File: config.mk
export PLATFORM = sky130hd
export DESIGN_NAME = process_slot_table
export DESIGN_NICKNAME = d
export VERILOG_FILES = /design/src/pst_pkg.sv /design/src/pst_cell.sv /design/src/process_slot_table.sv
export SDC_FILE = /design/constraint.sdc
export NUM_CORES = 2
export LEC_CHECK = 0
export BUFFER_PORTS_ARGS = -buffer_cell sky130_fd_sc_hd__clkbuf_2
export CAP_MARGIN = 20
export CORE_ASPECT_RATIO = 1.5
export CORE_UTILIZATION = 44
export CTS_CLUSTER_DIAMETER = 40
export DETAILED_ROUTE_END_ITERATION = 8
export PLACE_DENSITY = 0.67
export SYNTH_ARGS = -nofsm -noshare
export SYNTH_HDL_FRONTEND = slang
export SYNTH_SLANG_ARGS = --single-unit
File: constraint.sdc
create_clock -name clock -period 1.7 [get_ports clock]
set_input_delay 0.34 -clock clock [delete_from_list [all_inputs] [get_ports clock]]
set_output_delay 0.34 -clock clock [all_outputs]
set_load 0.01 [all_outputs]
File: src/pst_pkg.sv
`timescale 1ns / 1ps

package pst_pkg;

   localparam int DEFAULT_TABLE_ENTRIES    = 32;
   localparam int DEFAULT_NANOS_PER_SECOND = 1000000000;

   localparam int ID_W        = 22;
   localparam int SECONDS_W   = 31;
   localparam int NANOS_W     = 30;
   localparam int SLOT_W      = 5;
   // wide enough for a slot number of the largest table (64 entries)
   localparam int TOKEN_SLOT_W = 6;

   typedef enum logic {
      MODE_ADD    = 1'b0,
      MODE_REMOVE = 1'b1
   } mode_type;

   typedef struct packed {
      logic                    valid;
      mode_type                mode;
      logic [ID_W-1:0]         proc_id;
      logic [SECONDS_W-1:0]    seconds;
      logic [NANOS_W-1:0]      nanos;
      logic                    found;
      logic [TOKEN_SLOT_W-1:0] slot;
   } token_type;

endpackage

File: src/pst_cell.sv
`timescale 1ns / 1ps

module pst_cell #(
   parameter int CELL_INDEX = 0
) (
   input  logic               clock,
   input  logic               reset,
   input  pst_pkg::token_type tok_in,
   output pst_pkg::token_type tok_out
);
   import pst_pkg::*;

   logic                 occupied_ff, occupied_in;
   logic [ID_W-1:0]      proc_id_ff, proc_id_in;
   logic [SECONDS_W-1:0] seconds_ff, seconds_in;
   logic [NANOS_W-1:0]   nanos_ff, nanos_in;
   logic                 tok_valid_ff, tok_valid_in;
   token_type            tok_ff, tok_in_next;
   logic                 hit;

   always_comb begin
      hit = 1'b0;
      if (tok_in.valid && !tok_in.found) begin
         case (tok_in.mode)
            MODE_ADD:    hit = !occupied_ff;
            MODE_REMOVE: hit = (proc_id_ff == tok_in.proc_id);
            default:     hit = 1'b0;
         endcase
      end

      occupied_in = occupied_ff;
      proc_id_in  = proc_id_ff;
      seconds_in  = seconds_ff;
      nanos_in    = nanos_ff;
      if (hit) begin
         if (tok_in.mode == MODE_ADD) begin
            occupied_in = 1'b1;
            proc_id_in  = tok_in.proc_id;
            seconds_in  = tok_in.seconds;
            nanos_in    = tok_in.nanos;
         end else begin
            occupied_in = 1'b0;
            proc_id_in  = '0;
            seconds_in  = '0;
            nanos_in    = '0;
         end
      end

      tok_in_next = tok_in;
      if (hit) begin
         tok_in_next.found = 1'b1;
         tok_in_next.slot  = TOKEN_SLOT_W'(CELL_INDEX);
      end
      tok_valid_in = tok_in.valid;
   end

   always_ff @(posedge clock) begin
      if (reset) begin
         occupied_ff  <= 1'b0;
         proc_id_ff   <= '0;
         seconds_ff   <= '0;
         nanos_ff     <= '0;
         tok_valid_ff <= 1'b0;
      end else begin
         occupied_ff  <= occupied_in;
         proc_id_ff   <= proc_id_in;
         seconds_ff   <= seconds_in;
         nanos_ff     <= nanos_in;
         tok_valid_ff <= tok_valid_in;
      end
   end

   always_ff @(posedge clock) begin
      tok_ff <= tok_in_next;
   end

   always_comb begin
      tok_out       = tok_ff;
      tok_out.valid = tok_valid_ff;
   end

endmodule

File: src/process_slot_table.sv
`timescale 1ns / 1ps
// channel  | valid      | stall      | payload
// ---------+------------+------------+-----------------------------------------------
// request  | req_valid  | req_stall  | req_mode, req_proc_id, req_clock_seconds/nanos
// response | rsp_valid  | rsp_stall  | rsp_slot_index, rsp_success
//
// A request beat walks the row of slot cells, one cell per cycle; its response
// is registered from the beat that leaves the last cell.
// One request is in flight at a time: req_stall stays high from acceptance
// until the response beat is taken, so no new request is taken before then.
// rsp_stall, by holding the response, holds off the next request further.
// Reset clears every slot at once; requests are taken the cycle after reset.

module process_slot_table #(
   parameter int TABLE_ENTRIES    = pst_pkg::DEFAULT_TABLE_ENTRIES,
   parameter int NANOS_PER_SECOND = pst_pkg::DEFAULT_NANOS_PER_SECOND
) (
   input  logic                             clock,
   input  logic                             reset,
   input  logic                             req_valid,
   output logic                             req_stall,
   input  logic                             req_mode,
   input  logic [pst_pkg::ID_W-1:0]         req_proc_id,
   input  logic [pst_pkg::SECONDS_W-1:0]    req_clock_seconds,
   input  logic [pst_pkg::NANOS_W-1:0]      req_clock_nanos,
   output logic                             rsp_valid,
   input  logic                             rsp_stall,
   output logic [pst_pkg::SLOT_W-1:0]       rsp_slot_index,
   output logic                             rsp_success
);
   import pst_pkg::*;

   logic                busy_ff, busy_in;
   logic                rsp_valid_ff, rsp_valid_in;
   logic [SLOT_W-1:0]   rsp_slot_ff, rsp_slot_in;
   logic                rsp_success_ff, rsp_success_in;
   logic                req_accept;
   logic                rsp_accept;
   token_type           launch;
   token_type           chain_tok [TABLE_ENTRIES];
   logic [TABLE_ENTRIES-1:0] chain_valid;
   token_type           last_tok;

   assign req_stall  = busy_ff;
   assign req_accept = req_valid && !busy_ff;
   assign rsp_accept = rsp_valid_ff && !rsp_stall;

   always_comb begin
      launch         = '0;
      launch.valid   = req_accept;
      launch.mode    = mode_type'(req_mode);
      launch.proc_id = req_proc_id;
      if (req_clock_nanos == NANOS_W'(NANOS_PER_SECOND)) begin
         launch.seconds = req_clock_seconds + SECONDS_W'(1);
         launch.nanos   = '0;
      end else begin
         launch.seconds = req_clock_seconds;
         launch.nanos   = req_clock_nanos;
      end
      launch.found = 1'b0;
      launch.slot  = '0;
   end

   for (genvar k = 0; k < TABLE_ENTRIES; k++) begin : g_cell
      if (k == 0) begin : g_first
         pst_cell #(
            .CELL_INDEX(k)
         ) u_cell (
            .clock  (clock),
            .reset  (reset),
            .tok_in (launch),
            .tok_out(chain_tok[k])
         );
      end else begin : g_next
         pst_cell #(
            .CELL_INDEX(k)
         ) u_cell (
            .clock  (clock),
            .reset  (reset),
            .tok_in (chain_tok[k-1]),
            .tok_out(chain_tok[k])
         );
      end
      assign chain_valid[k] = chain_tok[k].valid;
   end

   assign last_tok = chain_tok[TABLE_ENTRIES-1];

   always_comb begin
      busy_in        = busy_ff;
      rsp_valid_in   = rsp_valid_ff;
      rsp_slot_in    = rsp_slot_ff;
      rsp_success_in = rsp_success_ff;
      if (req_accept) begin
         busy_in = 1'b1;
      end
      if (rsp_accept) begin
         busy_in      = 1'b0;
         rsp_valid_in = 1'b0;
      end
      if (last_tok.valid) begin
         rsp_valid_in   = 1'b1;
         rsp_success_in = last_tok.found;
         rsp_slot_in    = last_tok.found ? last_tok.slot[SLOT_W-1:0] : '0;
      end
   end

   always_ff @(posedge clock) begin
      if (reset) begin
         busy_ff      <= 1'b0;
         rsp_valid_ff <= 1'b0;
      end else begin
         busy_ff      <= busy_in;
         rsp_valid_ff <= rsp_valid_in;
      end
   end

   always_ff @(posedge clock) begin
      rsp_slot_ff    <= rsp_slot_in;
      rsp_success_ff <= rsp_success_in;
   end

   assign rsp_valid      = rsp_valid_ff;
   assign rsp_slot_index = rsp_slot_ff;
   assign rsp_success    = rsp_success_ff;

   a_single_beat: assert property (@(posedge clock) disable iff (reset)
      ($countones(chain_valid) + 32'(rsp_valid_ff)) <= 1)
      else $error("more than one request beat in flight");

   a_launch: assert property (@(posedge clock) disable iff (reset)
      req_accept |=> chain_valid[0])
      else $error("accepted request did not enter the first cell");

   a_rsp_source: assert property (@(posedge clock) disable iff (reset)
      $rose(rsp_valid_ff) |-> $past(last_tok.valid))
      else $error("response without a beat leaving the last cell");

   a_idle_empty: assert property (@(posedge clock) disable iff (reset)
      !busy_ff |-> (chain_valid == '0) && !rsp_valid_ff)
      else $error("beat in flight while idle");

endmodule

---- Word-level counts from Yosys, hierarchy flattened ----
Index checks and enable logic that the tools add are counted.
storage, ports and cells
  bits of input ports ..................... 88
  output and inout bits ................... 8
  flip-flop bits (word level) ............. 1681
operators by class
  reduce and logical (&&, ||, !) cells .... 100
  multiplexer cells ....................... 131
  eq/ne operators ......................... 32
  bitwise operators ....................... 32
operator list
  operator                            count
  equality test 22 bit                32
  2-to-1 mux 22 bit                   32
  2-to-1 mux 1 bit                    66
  logical NOT 1 bit                   65
  one-hot mux 1 bit (2 select lines)  32
  logical AND 1 bit                   33
  inverter 1 bit                      32
  2-to-1 mux 7 bit                    1
  nonzero test 2 bit                  1
  OR reduction 2 bit                  1

---- Longest topological paths before layout ----
  depth after elaboration ................. 4
  depth in mapped cells ................... 7

---- Modules after synthesis ----
A second synthesis with hierarchy kept.
second synthesis, totals
  cell total of the unflattened synthesis .. 7869
  area total of the unflattened synthesis .. 101962.8 um2
modules (own cells, without submodules)
  module                                   area each (um2)  instances  cells an instance
  pst_cell (g_cell[10].g_next.u_cell ...)  3149.3           15         240
  pst_cell (g_cell[11].g_next.u_cell ...)  3148.0           10         240
  pst_cell (g_cell[16].g_next.u_cell ...)  3159.3           5          247
  pst_cell (g_cell[0].g_first.u_cell)      3139.3           1          248
  pst_cell (g_cell[31].g_next.u_cell)      3123.0           1          240
  process_slot_table                       1184.9           1          146

---- Worst setup path before layout ----
OpenSTA, ideal clock, no wires.
  kind .................................... reg-to-reg
  start ................................... reg g_cell[16].g_next.u_cell.tok_ff (netlist bit g_cell[16].g_next.u_cell.tok_out[6])
  end ..................................... reg g_cell[17].g_next.u_cell.proc_id_ff[10]
  setup slack ............................. 0.017 ns
  stages on the path, launching flop included .. 7
  period minus slack after synthesis ...... 1.683 ns
  arrival ................................. 1.567 ns
  buffers on the path ..................... 1
  path through ............................ dfxtp_1 > nand2b_4 > a211o_1 > nor4_4 > a311oi_2 > buf_6 > a22o_1
on the way
  word-level cells in the longest chain between the ends .. 3
ends and longest elaborated chain
  element                 RTL line        source
  start, declared         pst_cell.sv:18  token_type tok_ff, tok_in_next;
  start signal, assigned  pst_cell.sv:74  tok_ff <= tok_in_next;
  logical NOT 1 bit       pst_cell.sv:23  if (tok_in.valid && !tok_in.found) begin
  logical AND 1 bit       pst_cell.sv:23
  2-to-1 mux 1 bit        pst_cell.sv:23
  end signal, assigned    pst_cell.sv:66  proc_id_ff <= proc_id_in;
  end, declared           pst_cell.sv:14  logic [ID_W-1:0] proc_id_ff, proc_id_in;
No other way between the ends.
A chain may end at the register's enable or synchronous reset.

---- Worst setup path after layout ----
  start ................................... reg g_cell[0].g_first.u_cell.proc_id_ff[0]
  end ..................................... reg g_cell[0].g_first.u_cell.proc_id_ff[12]
on the way
  word-level cells in the longest chain between the ends .. 3
ends and longest elaborated chain
  element                             RTL line        source
  start, declared                     pst_cell.sv:14
  start signal, assigned              pst_cell.sv:66
  equality test 22 bit                pst_cell.sv:26  MODE_REMOVE: hit = (proc_id_ff == tok_in.proc_id);
  one-hot mux 1 bit (2 select lines)  pst_cell.sv:24  case (tok_in.mode)
  2-to-1 mux 1 bit                    pst_cell.sv:23
No other way between the ends.

==> results.sh <==
export IMPL_cp_slowest_cell="dfxtp_2"
export IMPL_whs_endpoint="g_cell[8].g_next.u_cell.tok_valid_ff"
export IMPL_final_common_cell="dfxtp_1"
export IMPL_drtPass1Iterations=5
export IMPL_worstReg2RegStart="g_cell[0].g_first.u_cell.proc_id_ff[0]"
export IMPL_r2r_cells=7
export IMPL_die_area_um2=118000
export IMPL_fin_crit_sh_pct=107
export IMPL_cap_violations=0
export IMPL_gr_total_overflow=0
export IMPL_rsz0062_at_grt="true"
export IMPL_synth_edf_count=6
export IMPL_r2r_slack_ps=-120
export IMPL_min_delay_start="reset"
export IMPL_worstHoldPathType="in -> reg"
export IMPL_startpoint_type="flop"
export IMPL_via_count=31300
export IMPL_cts_num_sinks=1650
export IMPL_yosys_most_used_dff="dfxtp_1"
export IMPL_dieHeight_um=421
export IMPL_grt_pass1_vias=32200
export IMPL_cts_root_buf="clkbuf_16"
export IMPL_gp_congestion=0.799
export IMPL_ir_drop_mv=1.09
export IMPL_end_kind="flop"
export IMPL_worstMarginPinSlew_ps=571
export IMPL_fp_coreArea_um2=116000
export IMPL_area_delta_synth_final_pct=24.3
export IMPL_wl_per_cell_um=17.5
export IMPL_max_freq_ghz=0.550
export IMPL_ys_seq_area_share_pct=64.4
export IMPL_drive_above_1_share_pct=22.6
export IMPL_violations="setup timing"
export IMPL_clock_latency_ps=780
export IMPL_crit_chain="xor2_2 > nor4_4 > buf_4 > and4_4 > a311oi_4 > buf_4 > a22o_1"
export IMPL_critPathRequiredTime_ps=2360
export IMPL_tritoncts="done"
export IMPL_syn_avg_cell_area_um2=12.8
export IMPL_layout_common_cells="1,548 x dfxtp_1, 702 x a22o_1, 452 x xnor2_1, 436 x buf_4, 222 x xor2_1"
export IMPL_rows=153
export IMPL_arrival_ps=2480
export IMPL_cts_htree_levels=4
export IMPL_numPortBuffers=34
export IMPL_hold_violations=0
export IMPL_fin_crit_ps=1820
export IMPL_fin_ws_ps=-120
export IMPL_yosys_warnings=0
export IMPL_vias_per_cell=5.00
export IMPL_clock_skew_final_ps=29.2
export IMPL_final_nets=4666
export IMPL_postPlaceCellArea_um2=56900
export IMPL_grt_max_degree=46
export IMPL_clockBufferDepth=3
export IMPL_seq_area_um2=33200
export IMPL_antenna_found_initial=9
export IMPL_r2r_end="g_cell[0].g_first.u_cell.proc_id_ff[12]"
export IMPL_drc_errors=0
export IMPL_post_route_cell_area_um2=63900
export IMPL_drt_antenna_violating_nets=0
export IMPL_hpwl_um=75100
export IMPL_synth_cells=4007
export IMPL_num_io_pins=96
export IMPL_drt_iter0_markers=1356
export IMPL_multi_input_area_um2=18000
export IMPL_crit_path_max_incr_delay_ps=340
export IMPL_synthArstFlopShare_pct=0
export IMPL_fillers=9402
export IMPL_p_per_area_nw_per_um2=1250
export IMPL_slew_violations=0
export IMPL_cts_buffers_inserted=160
export IMPL_syn_nets=4095
export IMPL_path_max_fanout=4
export IMPL_ys_ff_latch=1650
export IMPL_routed_wl_um=110000
export IMPL_relSlewSlack_pct=61.7
export IMPL_p_leak_nw=25.7
export IMPL_final_util_pct=55.2
export IMPL_setup_viol=429
export IMPL_initial_utilization_pct=44.4
export IMPL_die_width_um=281
export IMPL_grt_pass1_wl_um=171000
export IMPL_syn_area_um2=51400
export IMPL_grtUsageTotal_pct=18.3
export IMPL_crit_type="reg -> reg"
export IMPL_status="finished with violations"
export IMPL_cp_common_cell="buf_4"
export IMPL_synth_distinct_cells=41
export IMPL_path_clk_slew_ps=60
export IMPL_holdPathStages=3
how the worst max path moves through the flow:
| stage | from | to | slack, ps | depth (start not counted) |
|---|---|---|---|---|
| CTS | g_cell[18].g_next.u_cell.tok_out[6] | g_cell[19].g_next.u_cell.proc_id_ff[13] | -130 | 6 |
| finish | g_cell[0].g_first.u_cell.proc_id_ff[0] | g_cell[0].g_first.u_cell.proc_id_ff[12] | -120 | 7 |
| floorplan | g_cell[16].g_next.u_cell.tok_out[6] | g_cell[17].g_next.u_cell.proc_id_ff[10] | 20 | 6 |
| detailed placement | req_proc_id[0] | g_cell[0].g_first.u_cell.proc_id_ff[7] | -300 | 8 |
| global route | g_cell[12].g_next.u_cell.proc_id_ff[11] | g_cell[12].g_next.u_cell.proc_id_ff[10] | -210 | 8 |
| global placement | req_proc_id[0] | g_cell[0].g_first.u_cell.proc_id_ff[0] | -350 | 8 |
where the power goes:
group / internal [mW] / switching (mW)
registers: 39.8 / 1.03
logic: 1.44 / 1.18
clock network: 21.1 / 15.1
sequential cells by signal (all words and copies together), names as in the netlist:
signal / cells
g_cell.g_next.u_cell.tok_out: 850
g_cell.g_next.u_cell.proc_id_ff: 682
g_cell.g_next.u_cell.occupied_ff: 31
g_cell.g_next.u_cell.tok_valid_ff: 31
g_cell.g_first.u_cell.tok_out: 24
g_cell.g_first.u_cell.proc_id_ff: 22
rsp_slot_index: 5
g_cell.g_first.u_cell.occupied_ff: 1
g_cell.g_first.u_cell.tok_valid_ff: 1
req_stall: 1
rsp_success: 1
rsp_valid: 1
metal layers:
layer  global-route usage [%]  up-vias  share of wire (%)
met5                        0        -              0.013
met4                     8.22        2                3.8
met3                     3.60      195                3.0
met2                     34.4      421                 54
met1                     19.5    15200                 39
li1                         -    15500                  -
cells by family (layout without fill, tap and decap cells):
logic type	Yosys count	count (layout)	share of synthesized area [%]
other cells	0	6	0
buf+inv	212	911	1.89
simple gates	623	623	7.98
flops	1650	1650	64.4
compound gates	818	818	13.7
xor+xnor	704	704	12.0
what timing repair did:
item	CTS	global route
hold buffers	25	0
setup buffers	7	12
gates cloned	2	16
setup endpoints to repair	770	822
pin swaps	25	58
gates resized for setup	76	182
hold endpoints to repair	48	0
cells in the mapped netlist (17+ instances only):
cell	instances	area share, %
xor2_1	226	3.9
nand3b_1	92	1.3
a211o_1	17	0.29
buf_2	82	0.80
xnor2_1	478	8.1
nand4_1	114	1.4
nor3_1	26	0.25
and3_1	43	0.52
a22o_1	702	12
dfxtp_1	1644	64
inv_1	49	0.36
clkbuf_1	71	0.52
nor4_1	51	0.62
a31o_2	23	0.39
nor2b_1	47	0.57
nand2b_1	51	0.62
a21oi_1	26	0.25
nor2_1	63	0.46
or3_1	46	0.56
a31oi_1	24	0.29
nand3_1	29	0.28
metrics by stage:
step	instances	setup TNS [ps]	worst slack, ps	hold slack (ps)	total power, mW
floorplan	4007	0	16.6	345	42.7
global placement	5908	-48490	-347	353	44.1
detailed placement	5908	-52260	-305	357	44.1
CTS	6232	-34090	-133	8.21	80.2
global route	6258	-72730	-212	27.3	82.3
finish	6262	-17110	-120	35.3	79.7
worst max-delay path: cells and delay by family (launching register included):
family / cells / cell delay (ps)
xor gates and xnor gates: 1 / 160
and+or+nand+nor: 2 / 570
buffers and inverters: 2 / 350
DFF: 1 / 340
AOI/OAI and AO/OA: 2 / 310
layout make-up:
type                            count  share of cell area (%)
Clock buffer                      216                    7.14
Timing Repair Buffer              572                    7.80
Clock inverter                     74                    1.44
Inverter                           49                   0.288
Sequential cell                  1650                    52.0
Antenna cell                        6                  0.0235
Multi-Input combinational cell   2145                    28.3
Tap cell                         1550                    3.04
(Power assumes the default switching activity.)
